File: config.mk
export PLATFORM = sky130hd
export DESIGN_NAME = modular_inverse_ext_euclid
export DESIGN_NICKNAME = d
export VERILOG_FILES = /design/src/hw/rtl/mie_pkg.sv /design/src/hw/rtl/modular_inverse_ext_euclid.sv /design/src/hw/rtl/mie_alu.sv
export SDC_FILE = /design/constraint.sdc
export NUM_CORES = 2
export LEC_CHECK = 0
export ABC_AREA = 1
export BUFFER_PORTS_ARGS = -buffer_cell sky130_fd_sc_hd__buf_2
export CAP_MARGIN = 20
export CORE_ASPECT_RATIO = 1.2
export CORE_MARGIN = 2
export CORE_UTILIZATION = 50
export DETAILED_ROUTE_END_ITERATION = 7
export MAX_ROUTING_LAYER = met4
export PLACE_DENSITY = 0.67
export SYNTH_ARGS = -nofsm -noshare
export SYNTH_HDL_FRONTEND = slang
export SYNTH_SLANG_ARGS = --single-unit
File: constraint.sdc
create_clock -name clk -period 11.15 [get_ports clk]
set_input_delay 0 -clock clk [delete_from_list [all_inputs] [get_ports clk]]
set_output_delay 0 -clock clk [all_outputs]
set_load 0.005 [all_outputs]
File: src/hw/rtl/mie_pkg.sv
// Shared constants for the modular inverse block.
// Used by modular_inverse_ext_euclid and its testbench; no dependencies.
`timescale 1ns / 1ps

package mie_pkg;

    // Width of the value, modulus and inverse ports
    localparam int FIELD_BITS = 64;

    // Default internal word width (low bits of each input that are used)
    localparam int WORD_BITS_DEF = 64;

endpackage : mie_pkg

File: src/hw/rtl/modular_inverse_ext_euclid.sv
// Modular inverse by extended Euclid: sequencer, working registers, output register.
// Depends on mie_pkg and mie_alu.
//
//  channel  handshake          payload
//  -------  -----------------  ---------------------------------
//  input    in_valid/in_stall  value[63:0], modulus[63:0]
//  output   out_valid/out_stall inverse[63:0], invertible
//
// Each division is shift-subtract: the divisor is doubled one bit per cycle,
// then one quotient bit per cycle is taken through the shared compare/subtract.
// An invertible result takes the accept, the reduction (align, quotient bits),
// each Euclid step (check, align, quotient bits), two fix-up steps and the output
// load. Worst case is consecutive Fibonacci operands; small operands finish far sooner.
// in_stall is high from the input transfer until the result moves into the
// output register; the output register holds while out_stall is high.
// rst_n clears the sequencer and the output valid.
`timescale 1ns / 1ps

module modular_inverse_ext_euclid #(
    parameter int WORD_BITS = mie_pkg::WORD_BITS_DEF
) (
    input  logic                            clk,
    input  logic                            rst_n,
    input  logic                            in_valid,
    output logic                            in_stall,
    input  logic [mie_pkg::FIELD_BITS-1:0]  value,
    input  logic [mie_pkg::FIELD_BITS-1:0]  modulus,
    output logic                            out_valid,
    input  logic                            out_stall,
    output logic [mie_pkg::FIELD_BITS-1:0]  inverse,
    output logic                            invertible
);

    localparam int W  = WORD_BITS;
    localparam int KW = $clog2(WORD_BITS);

    typedef enum logic [2:0] {
        S_IDLE,
        S_UP,
        S_DN,
        S_CHK,
        S_FIX1,
        S_FIX2,
        S_DONE
    } state_t;

    state_t         state_reg, state_next;
    logic [W-1:0]   mod_reg, mod_next;
    logic [W-1:0]   r0_reg, r0_next;
    logic [W-1:0]   r1_reg, r1_next;
    logic [W-1:0]   d_reg, d_next;
    logic [W-1:0]   u0_reg, u0_next;
    logic [W-1:0]   u1_reg, u1_next;
    logic [W-1:0]   e_reg, e_next;
    logic [W-1:0]   acc_reg, acc_next;
    logic [KW-1:0]  k_reg, k_next;
    logic           n0_reg, n0_next;
    logic           n1_reg, n1_next;
    logic           eu_reg, eu_next;
    logic           ok_reg, ok_next;
    logic           out_valid_reg, out_valid_next;
    logic [W-1:0]   out_inv_reg, out_inv_next;
    logic           out_ok_reg, out_ok_next;

    logic [W-1:0]   alu_x, alu_y;
    logic           alu_ge;
    logic [W-1:0]   alu_diff, alu_sum;
    logic [W-1:0]   a_in, m_in;
    logic [W-1:0]   r0_w, acc_w;

    assign a_in = value[W-1:0];
    assign m_in = modulus[W-1:0];

    // Operand selection for the shared unit
    always_comb
    begin
        unique case (state_reg)
            S_UP:
            begin
                alu_x = r0_reg >> 1;
                alu_y = d_reg;
            end
            S_FIX1:
            begin
                alu_x = u0_reg;
                alu_y = mod_reg;
            end
            S_FIX2:
            begin
                alu_x = mod_reg;
                alu_y = u0_reg;
            end
            default:
            begin
                alu_x = r0_reg;
                alu_y = d_reg;
            end
        endcase
    end

    mie_alu #(
        .WORD_BITS(WORD_BITS)
    ) u_alu (
        .x    (alu_x),
        .y    (alu_y),
        .ax   (acc_reg),
        .ay   (e_reg),
        .ge   (alu_ge),
        .diff (alu_diff),
        .sum  (alu_sum)
    );

    // Quotient bit taken or not
    assign r0_w  = alu_ge ? alu_diff : r0_reg;
    assign acc_w = alu_ge ? alu_sum : acc_reg;

    // Sequencer
    always_comb
    begin
        state_next     = state_reg;
        mod_next       = mod_reg;
        r0_next        = r0_reg;
        r1_next        = r1_reg;
        d_next         = d_reg;
        u0_next        = u0_reg;
        u1_next        = u1_reg;
        e_next         = e_reg;
        acc_next       = acc_reg;
        k_next         = k_reg;
        n0_next        = n0_reg;
        n1_next        = n1_reg;
        eu_next        = eu_reg;
        ok_next        = ok_reg;
        out_inv_next   = out_inv_reg;
        out_ok_next    = out_ok_reg;
        out_valid_next = out_stall ? out_valid_reg : 1'b0;

        unique case (state_reg)
            S_IDLE:
            begin
                if (in_valid)
                begin
                    mod_next = m_in;
                    if (m_in == '0)
                    begin
                        u0_next    = '0;
                        ok_next    = 1'b0;
                        state_next = S_DONE;
                    end
                    else
                    begin
                        // reduce value mod modulus first
                        r0_next    = a_in;
                        r1_next    = m_in;
                        d_next     = m_in;
                        e_next     = '0;
                        acc_next   = '0;
                        k_next     = '0;
                        eu_next    = 1'b0;
                        state_next = S_UP;
                    end
                end
            end

            // align divisor under the dividend
            S_UP:
            begin
                if (alu_ge)
                begin
                    d_next = d_reg << 1;
                    e_next = e_reg << 1;
                    k_next = k_reg + 1'b1;
                end
                else
                begin
                    state_next = S_DN;
                end
            end

            // one quotient bit per cycle
            S_DN:
            begin
                r0_next  = r0_w;
                acc_next = acc_w;
                if (k_reg == '0)
                begin
                    if (!eu_reg)
                    begin
                        if (r0_w == '0)
                        begin
                            u0_next    = '0;
                            ok_next    = 1'b0;
                            state_next = S_DONE;
                        end
                        else
                        begin
                            r0_next    = mod_reg;
                            r1_next    = r0_w;
                            u0_next    = '0;
                            u1_next    = W'(1);
                            n0_next    = 1'b0;
                            n1_next    = 1'b0;
                            eu_next    = 1'b1;
                            state_next = S_CHK;
                        end
                    end
                    else
                    begin
                        // rotate remainders and coefficients
                        r0_next    = r1_reg;
                        r1_next    = r0_w;
                        u0_next    = u1_reg;
                        u1_next    = acc_w;
                        n0_next    = n1_reg;
                        n1_next    = !n1_reg;
                        state_next = S_CHK;
                    end
                end
                else
                begin
                    d_next = d_reg >> 1;
                    e_next = e_reg >> 1;
                    k_next = k_reg - 1'b1;
                end
            end

            S_CHK:
            begin
                if (r1_reg == '0)
                begin
                    if (r0_reg == W'(1))
                    begin
                        state_next = S_FIX1;
                    end
                    else
                    begin
                        u0_next    = '0;
                        ok_next    = 1'b0;
                        state_next = S_DONE;
                    end
                end
                else
                begin
                    d_next     = r1_reg;
                    e_next     = u1_reg;
                    acc_next   = u0_reg;
                    k_next     = '0;
                    state_next = S_UP;
                end
            end

            // bring coefficient below the modulus
            S_FIX1:
            begin
                if (alu_ge)
                begin
                    u0_next = alu_diff;
                end
                state_next = S_FIX2;
            end

            // negative coefficient maps to modulus minus magnitude
            S_FIX2:
            begin
                if (n0_reg && (u0_reg != '0))
                begin
                    u0_next = alu_diff;
                end
                ok_next    = 1'b1;
                state_next = S_DONE;
            end

            S_DONE:
            begin
                if (!out_valid_reg || !out_stall)
                begin
                    out_inv_next   = u0_reg;
                    out_ok_next    = ok_reg;
                    out_valid_next = 1'b1;
                    state_next     = S_IDLE;
                end
            end

            default:
            begin
                state_next = S_IDLE;
            end
        endcase
    end

    // State and registered outputs
    always_ff @(posedge clk or negedge rst_n)
    begin
        if (!rst_n)
        begin
            state_reg     <= S_IDLE;
            mod_reg       <= '0;
            r0_reg        <= '0;
            r1_reg        <= '0;
            d_reg         <= '0;
            u0_reg        <= '0;
            u1_reg        <= '0;
            e_reg         <= '0;
            acc_reg       <= '0;
            k_reg         <= '0;
            n0_reg        <= 1'b0;
            n1_reg        <= 1'b0;
            eu_reg        <= 1'b0;
            ok_reg        <= 1'b0;
            out_valid_reg <= 1'b0;
            out_inv_reg   <= '0;
            out_ok_reg    <= 1'b0;
        end
        else
        begin
            state_reg     <= state_next;
            mod_reg       <= mod_next;
            r0_reg        <= r0_next;
            r1_reg        <= r1_next;
            d_reg         <= d_next;
            u0_reg        <= u0_next;
            u1_reg        <= u1_next;
            e_reg         <= e_next;
            acc_reg       <= acc_next;
            k_reg         <= k_next;
            n0_reg        <= n0_next;
            n1_reg        <= n1_next;
            eu_reg        <= eu_next;
            ok_reg        <= ok_next;
            out_valid_reg <= out_valid_next;
            out_inv_reg   <= out_inv_next;
            out_ok_reg    <= out_ok_next;
        end
    end

    assign in_stall   = (state_reg != S_IDLE);
    assign out_valid  = out_valid_reg;
    assign inverse    = mie_pkg::FIELD_BITS'(out_inv_reg);
    assign invertible = out_ok_reg;

`ifndef SYNTHESIS
    // an input transfer always starts work
    a_start: assert property (@(posedge clk) disable iff (!rst_n)
        (in_valid && !in_stall) |=> (state_reg != S_IDLE))
        else $error("input transfer did not start a computation");

    // divisor never zero while dividing
    a_div_nz: assert property (@(posedge clk) disable iff (!rst_n)
        ((state_reg == S_UP) || (state_reg == S_DN)) |-> (d_reg != '0))
        else $error("zero divisor in shift-subtract");

    // shifted coefficient stays within the modulus
    a_coef: assert property (@(posedge clk) disable iff (!rst_n)
        (eu_reg && ((state_reg == S_UP) || (state_reg == S_DN))) |-> (e_reg <= mod_reg))
        else $error("coefficient magnitude exceeds modulus");

    // non-invertible results are zero
    a_zero: assert property (@(posedge clk) disable iff (!rst_n)
        (out_valid_reg && !out_ok_reg) |-> (out_inv_reg == '0))
        else $error("nonzero inverse without invertible flag");

    // invertible result is reduced
    a_range: assert property (@(posedge clk) disable iff (!rst_n)
        ((state_reg == S_DONE) && ok_reg) |-> (u0_reg < mod_reg))
        else $error("inverse not below modulus");
`endif

endmodule : modular_inverse_ext_euclid

File: src/hw/rtl/mie_alu.sv
// Shared arithmetic unit: one wide compare/subtract and one wide add.
// Depends on nothing; instantiated by modular_inverse_ext_euclid.
`timescale 1ns / 1ps

module mie_alu #(
    parameter int WORD_BITS = 64
) (
    input  logic [WORD_BITS-1:0] x,
    input  logic [WORD_BITS-1:0] y,
    input  logic [WORD_BITS-1:0] ax,
    input  logic [WORD_BITS-1:0] ay,
    output logic                 ge,
    output logic [WORD_BITS-1:0] diff,
    output logic [WORD_BITS-1:0] sum
);

    // Compare and subtract share the same operands
    assign ge   = (x >= y);
    assign diff = x - y;

    // Coefficient accumulation; magnitudes stay below the modulus
    assign sum  = ax + ay;

endmodule : mie_alu

Word-level counts from Yosys, hierarchy flattened:

Cells that the tools add are included.

* flip-flop bits (word level): 591
* output and inout port bits: 67
* logic and storage cells: 149

* $add $sub $neg: 4
* $lt $le $gt $ge: 1
* equal/unequal tests: 24
* mux-type cells: 75
* reductions and logical operators: 28

Operators by type and width (number)
* two-way mux 64 bit: 31
* case mux 64 bit (4 select lines): 2
* case mux 64 bit (2 select lines): 3
* case mux 64 bit (3 select lines): 2
* case mux 64 bit (5 select lines): 1
* zero test 64 bit: 3
* adder 64 bit: 1
* equality test 64 x 1 -> 1 bit (second input constant): 1
* >= comparator 64 bit: 1
* nonzero test 64 bit: 1
* subtractor 64 bit: 1
* != test 2 bit (second input constant): 16
* two-way mux 6 bit: 5
* two-way mux 3 bit: 8
* case mux 6 bit (4 select lines): 1
* case mux 3 bit (7 select lines): 1
* two-way mux 1 bit: 18
* AND reduction 8 bit: 2
* AND reduction 4 bit: 3
* equality test 3 bit (second input constant): 3
* nonzero test 4 bit: 2
* adder 6 x 1 -> 6 bit (second input constant): 1
* equality test 3 x 2 -> 1 bit (second input constant): 2
* zero test 6 bit: 1
* other kinds (17): 22

Depth between registers and ports, before layout:

* depth after elaboration: 9
* mapped depth: 41

Modules after synthesis:

A second synthesis with hierarchy kept.

* cell total of the unflattened synthesis: 7370
* area total of the unflattened synthesis: 46040.4 um2

By module, submodules not included
* modular_inverse_ext_euclid: instances 1, cells each 4719, area each 33898.8 um2, sequential area each 14789.2 um2
* mie_alu: instances 1, cells each 2651, area each 12141.6 um2, sequential area each 0.0 um2

Worst setup path after synthesis:

Ideal clock, no wire load.

* kind: register to register
* start: reg state_reg[0]
* end: reg eu_reg
* setup time: 132 ps
* arrival time: 4866 ps
* required time: 11018 ps
* slack: 6151 ps
* cell stages (with the launch flop): 40
* path buffers: 6
* period minus slack after synthesis: 4999 ps
* cell sequence: dfrtp_1 -> inv_1 -> nor2_1 -> inv_1 -> nor2_1 -> clkinv_1 -> nand2_1 -> buf_1 -> inv_2 -> clkbuf_1 -> nand2_1 -> o221ai_1 -> ha_1 -> inv_1 -> fa_1 -> nand2_1 -> nand2_1 -> nand3_1 -> [4 not listed] -> nand3_2 -> nand2_4 -> nand2_4 -> buf_6 -> buf_4 -> o21ai_1 -> nor2_1 -> nand2_1 -> nor2_1 -> nand2_1 -> nor2_1 -> nand2_1 -> nand2_2 -> nand2_2 -> nand2_2 -> buf_6 -> buf_6 -> o21ai_1

* cells in the longest elaborated chain, start to end: 9

Ends and longest elaborated chain
* start: declaration: line modular_inverse_ext_euclid.sv:47 `state_t state_reg, state_next;`
* start signal: assignment: line modular_inverse_ext_euclid.sv:316 `state_reg <= state_next;`
* equality test 3 bit / equality test 3 x 1 -> 1 bit (equally long branches): line modular_inverse_ext_euclid.sv:77 `unique case (state_reg)`
* case mux 64 bit (3 select lines) / case mux 64 bit (2 select lines) (equally long branches): line modular_inverse_ext_euclid.sv:77
* subtractor 64 bit / >= comparator 64 bit (equally long branches): line mie_alu.sv:19, mie_alu.sv:18
* two-way mux 64 bit: line modular_inverse_ext_euclid.sv:114 `assign r0_w = alu_ge ? alu_diff : r0_reg;`
* zero test 64 bit: line modular_inverse_ext_euclid.sv:189 `if (r0_w == '0)`
* two-way mux 1 bit: line modular_inverse_ext_euclid.sv:189
* two-way mux 1 bit: line modular_inverse_ext_euclid.sv:187 `if (!eu_reg)`
* two-way mux 1 bit: line modular_inverse_ext_euclid.sv:185 `if (k_reg == '0)`
* case mux 1 bit (2 select lines): line modular_inverse_ext_euclid.sv:138 `unique case (state_reg)`
* end signal: assignment: line modular_inverse_ext_euclid.sv:328 `eu_reg <= eu_next;`
* end: declaration: line modular_inverse_ext_euclid.sv:59 `logic eu_reg, eu_next;`

Parallel ways exist; a longest one is shown, timed or not. The select of a mux whose other input is x is not followed.
A chain may end at the register's enable or synchronous reset.

Worst setup path after layout:

* start: reg state_reg[0]
* end: reg u1_reg[54]

* cells in the longest elaborated chain, start to end: 7

Ends and longest elaborated chain
* equality test 3 bit / equality test 3 x 1 -> 1 bit (equally long branches): line modular_inverse_ext_euclid.sv:77
* case mux 64 bit (3 select lines) / case mux 64 bit (2 select lines) (equally long branches): line modular_inverse_ext_euclid.sv:77
* subtractor 64 bit / >= comparator 64 bit (equally long branches): line mie_alu.sv:19, mie_alu.sv:18
* two-way mux 64 bit: line modular_inverse_ext_euclid.sv:114
* zero test 64 bit: line modular_inverse_ext_euclid.sv:189
* != test 2 bit (no line)
* AND reduction 3 bit (no line)
* end signal: assignment: line modular_inverse_ext_euclid.sv:322 `u1_reg <= u1_next;`
* end: declaration: line modular_inverse_ext_euclid.sv:53 `logic [W-1:0] u1_reg, u1_next;`

Parallel ways exist; a longest one is shown, timed or not.

==> key figures <==
Clock tree
  • Post-cts resize count: 0
  • CTS root buf: clkbuf_16
  • Worst-Skew Late Latency: roughly 630 ps
  • TritonCTS Sinks: just under 600
  • CTS Hold Buffers Added: roughly 130
  • Htree depth: 3
  • CTS max path bufs: 3
  • CTS tree: built
  • Clk slew on worst S/H paths: about 60 ps
  • Num CTS Buffers: 69
  • Post-CTS Setup Inserts: 0

STA
  • Unrepaired setup endpoints after global routing: false
  • Worst Skew: about 26 ps
  • Tmin final: around 8300 ps
  • Slew @ Worst Pin: ~1100 ps
  • Post-route clock period utilization: between 70% and 80%
  • Hold violation count in the final report: 0
  • Final setup fails: 0
  • Final max-slew violation count: 0
  • Headroom to the max-slew limit: roughly 29%
  • Setup TNS: 0 ps
  • Fmax: about 120 MHz

Floorplan
  • Die height: 326.7 um
  • Core box area: roughly 86000 um2
  • Die Wd: between 200 and 300 um
  • # rows: 118
  • Starting Density: about half
  • Die ar.: between 80000 and 90000 um2
  • Boundary Pins: 199

Yosys
  • Post-synth top area share: 34.08%
  • Synth top area cells: dfrtp_1 34%, nand2_1 18%, inv_1 8.0%
  • Yosys cell types: 53
  • Synthesized instance count: slightly below 7000
  • Yosys warning count: 0
  • EDFF count, synth: 0
  • Sequential-to-total area share from yosys stat: between 30% and 40%
  • Area leader, netlist: dfrtp_1
  • Post-Syn Nets: 6997
  • Synth async-reset ratio: 100.0%
  • #FFs+latches synth: 591
  • Mean Syn Cell Area: between 6 and 7 um2
  • Main synth FF type: dfrtp_1
  • Cell Area, Synth: roughly 43000 um2

Global route
  • Met3 Usage GRT: 6.491%
  • GR Layer Usage met2: 59.07%
  • Number of global-route vias before repair: 43760
  • Largest net degree at the start of global routing: 100
  • Initial antenna violation count: 2
  • GRT Total Usage: between 40% and 50%
  • GRT busiest layer: met2
  • First-pass GRT wire length: ~270 mm
  • Met1 global-route usage: between 50% and 60%
  • Grt ovf: 0

Setup path
  • CP max FO: between 90 and 100
  • Critical path startpoint category: register
  • Crit path capture type: register
  • Req. time, crit path: 11710 ps
  • Slowest CP cell: nand2_2
  • WS Path Type: register to register
  • Most frequent CP cell: nand2_1
  • R2R cell count: 33
  • Crit path DAT: 8900 ps
  • CP peak stage delay: 810 ps

Place
  • Gpl congestion: around 1
  • HPWL Detailed: 132.5 mm
  • Port bufs: 198

Route
  • Antenna Nets Post-Route: 0
  • DR vias: about 47000
  • Drt drc: 0
  • Detailed Routing Iterations Pass 1: 7
  • Via density: 5.898
  • First-iteration detailed-routing DRC count: between 6000 and 7000
  • Wire length per cell: between 20 and 25 um
  • Final WL: 179.3 mm

Final layout
  • Share of layout cells above drive strength 1: roughly 6.1%
  • Syn-to-layout area delta: 11.85%
  • Most frequent cells in the layout: 2066 x nand2_1, 927 x inv_1, 651 x o21ai_0
  • Nets: 7115
  • Commonest non-fill, non-tap cell in the layout: nand2_1

Min path
  • Hold WC Path Type: primary input to register
  • Hold Path Cell Cnt: 4

Status
  • Outcome: finished, final reports clean

Job
  • Max-capacitance violation count: 0
path summary, 6_finish.rpt:
kind / start / end / slack [ps]
max in group asynchronous: rst_n / inverse[36]$_DFFE_PN0P_ / 8740
worst max-delay path: state_reg[0]$_DFFE_PN0P_ / u1_reg[54]$_DFFE_PN0P_ / 2800
min in group asynchronous: rst_n / d_reg[15]$_DFFE_PN0P_ / 340
worst min register to register: u1_reg[38]$_DFFE_PN0P_ / u1_reg[38]$_DFFE_PN0P_ / 470
worst min-delay path: in_valid / mod_reg[24]$_DFFE_PN0P_ / 40
worst max register to register: state_reg[0]$_DFFE_PN0P_ / u1_reg[54]$_DFFE_PN0P_ / 2800
per-layer routing:
layer | share of wire [%] | wire (um)
met5 | 0 | 0
met2 | 43 | 76240
met1 | 43 | 76400
met4 | 4.4 | 7908
met3 | 10 | 18740
critical path: cells and delay by family, from the launching register on:
kind | cells | cell delay, ps
fa+ha+maj | 1 | 280
compound gates | 2 | 260
buf+inv | 5 | 1820
flops | 1 | 460
simple gates | 25 | 5330
final cells by class:
cell class,instances,area (um2)
Antenna cell,2,5.005
Timing Repair Buffer,382,2730
Clock inverter,19,212.7
Clock buffer,100,2026
Inverter,948,3575
Tap cell,1140,1426
Multi-Input combinational cell,4857,23770
Fill cell,8535,37540
Sequential cell,591,14790
cell usage after synthesis (all sizes together) (20+ instances only):
master	count
nand4	53
o22ai	213
inv	944
nor3	26
nor2	507
clkbuf	257
o21ai	659
a31oi	30
a221o	49
a221oi	20
buf	78
a21oi	563
xor2	48
dfrtp	591
nand3	226
ha	131
a21o	32
xnor2	30
nor4	60
nand2	2080
through the flow:
step                hold slack [ps]  cells  setup slack, ps  utilization, %  area, um2
finish                        43.91   8039             2803           56.39      48540
detailed placement            63.14   7786             3001           52.23      44950
global route                  112.2   8037             2302           56.38      48530
CTS                           32.94   8037             2966           56.38      48530
floorplan                    -295.6   6731             6151               -      43390
global placement              65.31   7786             3056           52.23      44950
cells by family after synthesis:
| group | Yosys count | share of synthesized area, % |
|---|---|---|
| xor gates and xnor gates | 78 | 1.574 |
| and+or+nand+nor | 2973 | 27.35 |
| AOI/OAI and AO/OA | 1667 | 21.61 |
| adders and majority gates | 134 | 3.916 |
| DFF | 591 | 34.08 |
| buffers and inverters | 1283 | 11.34 |
| muxes | 5 | 0.1240 |
Power is not shown: default switching activity piles up to over one toggle a cycle in this logic, so the estimate is an artifact.
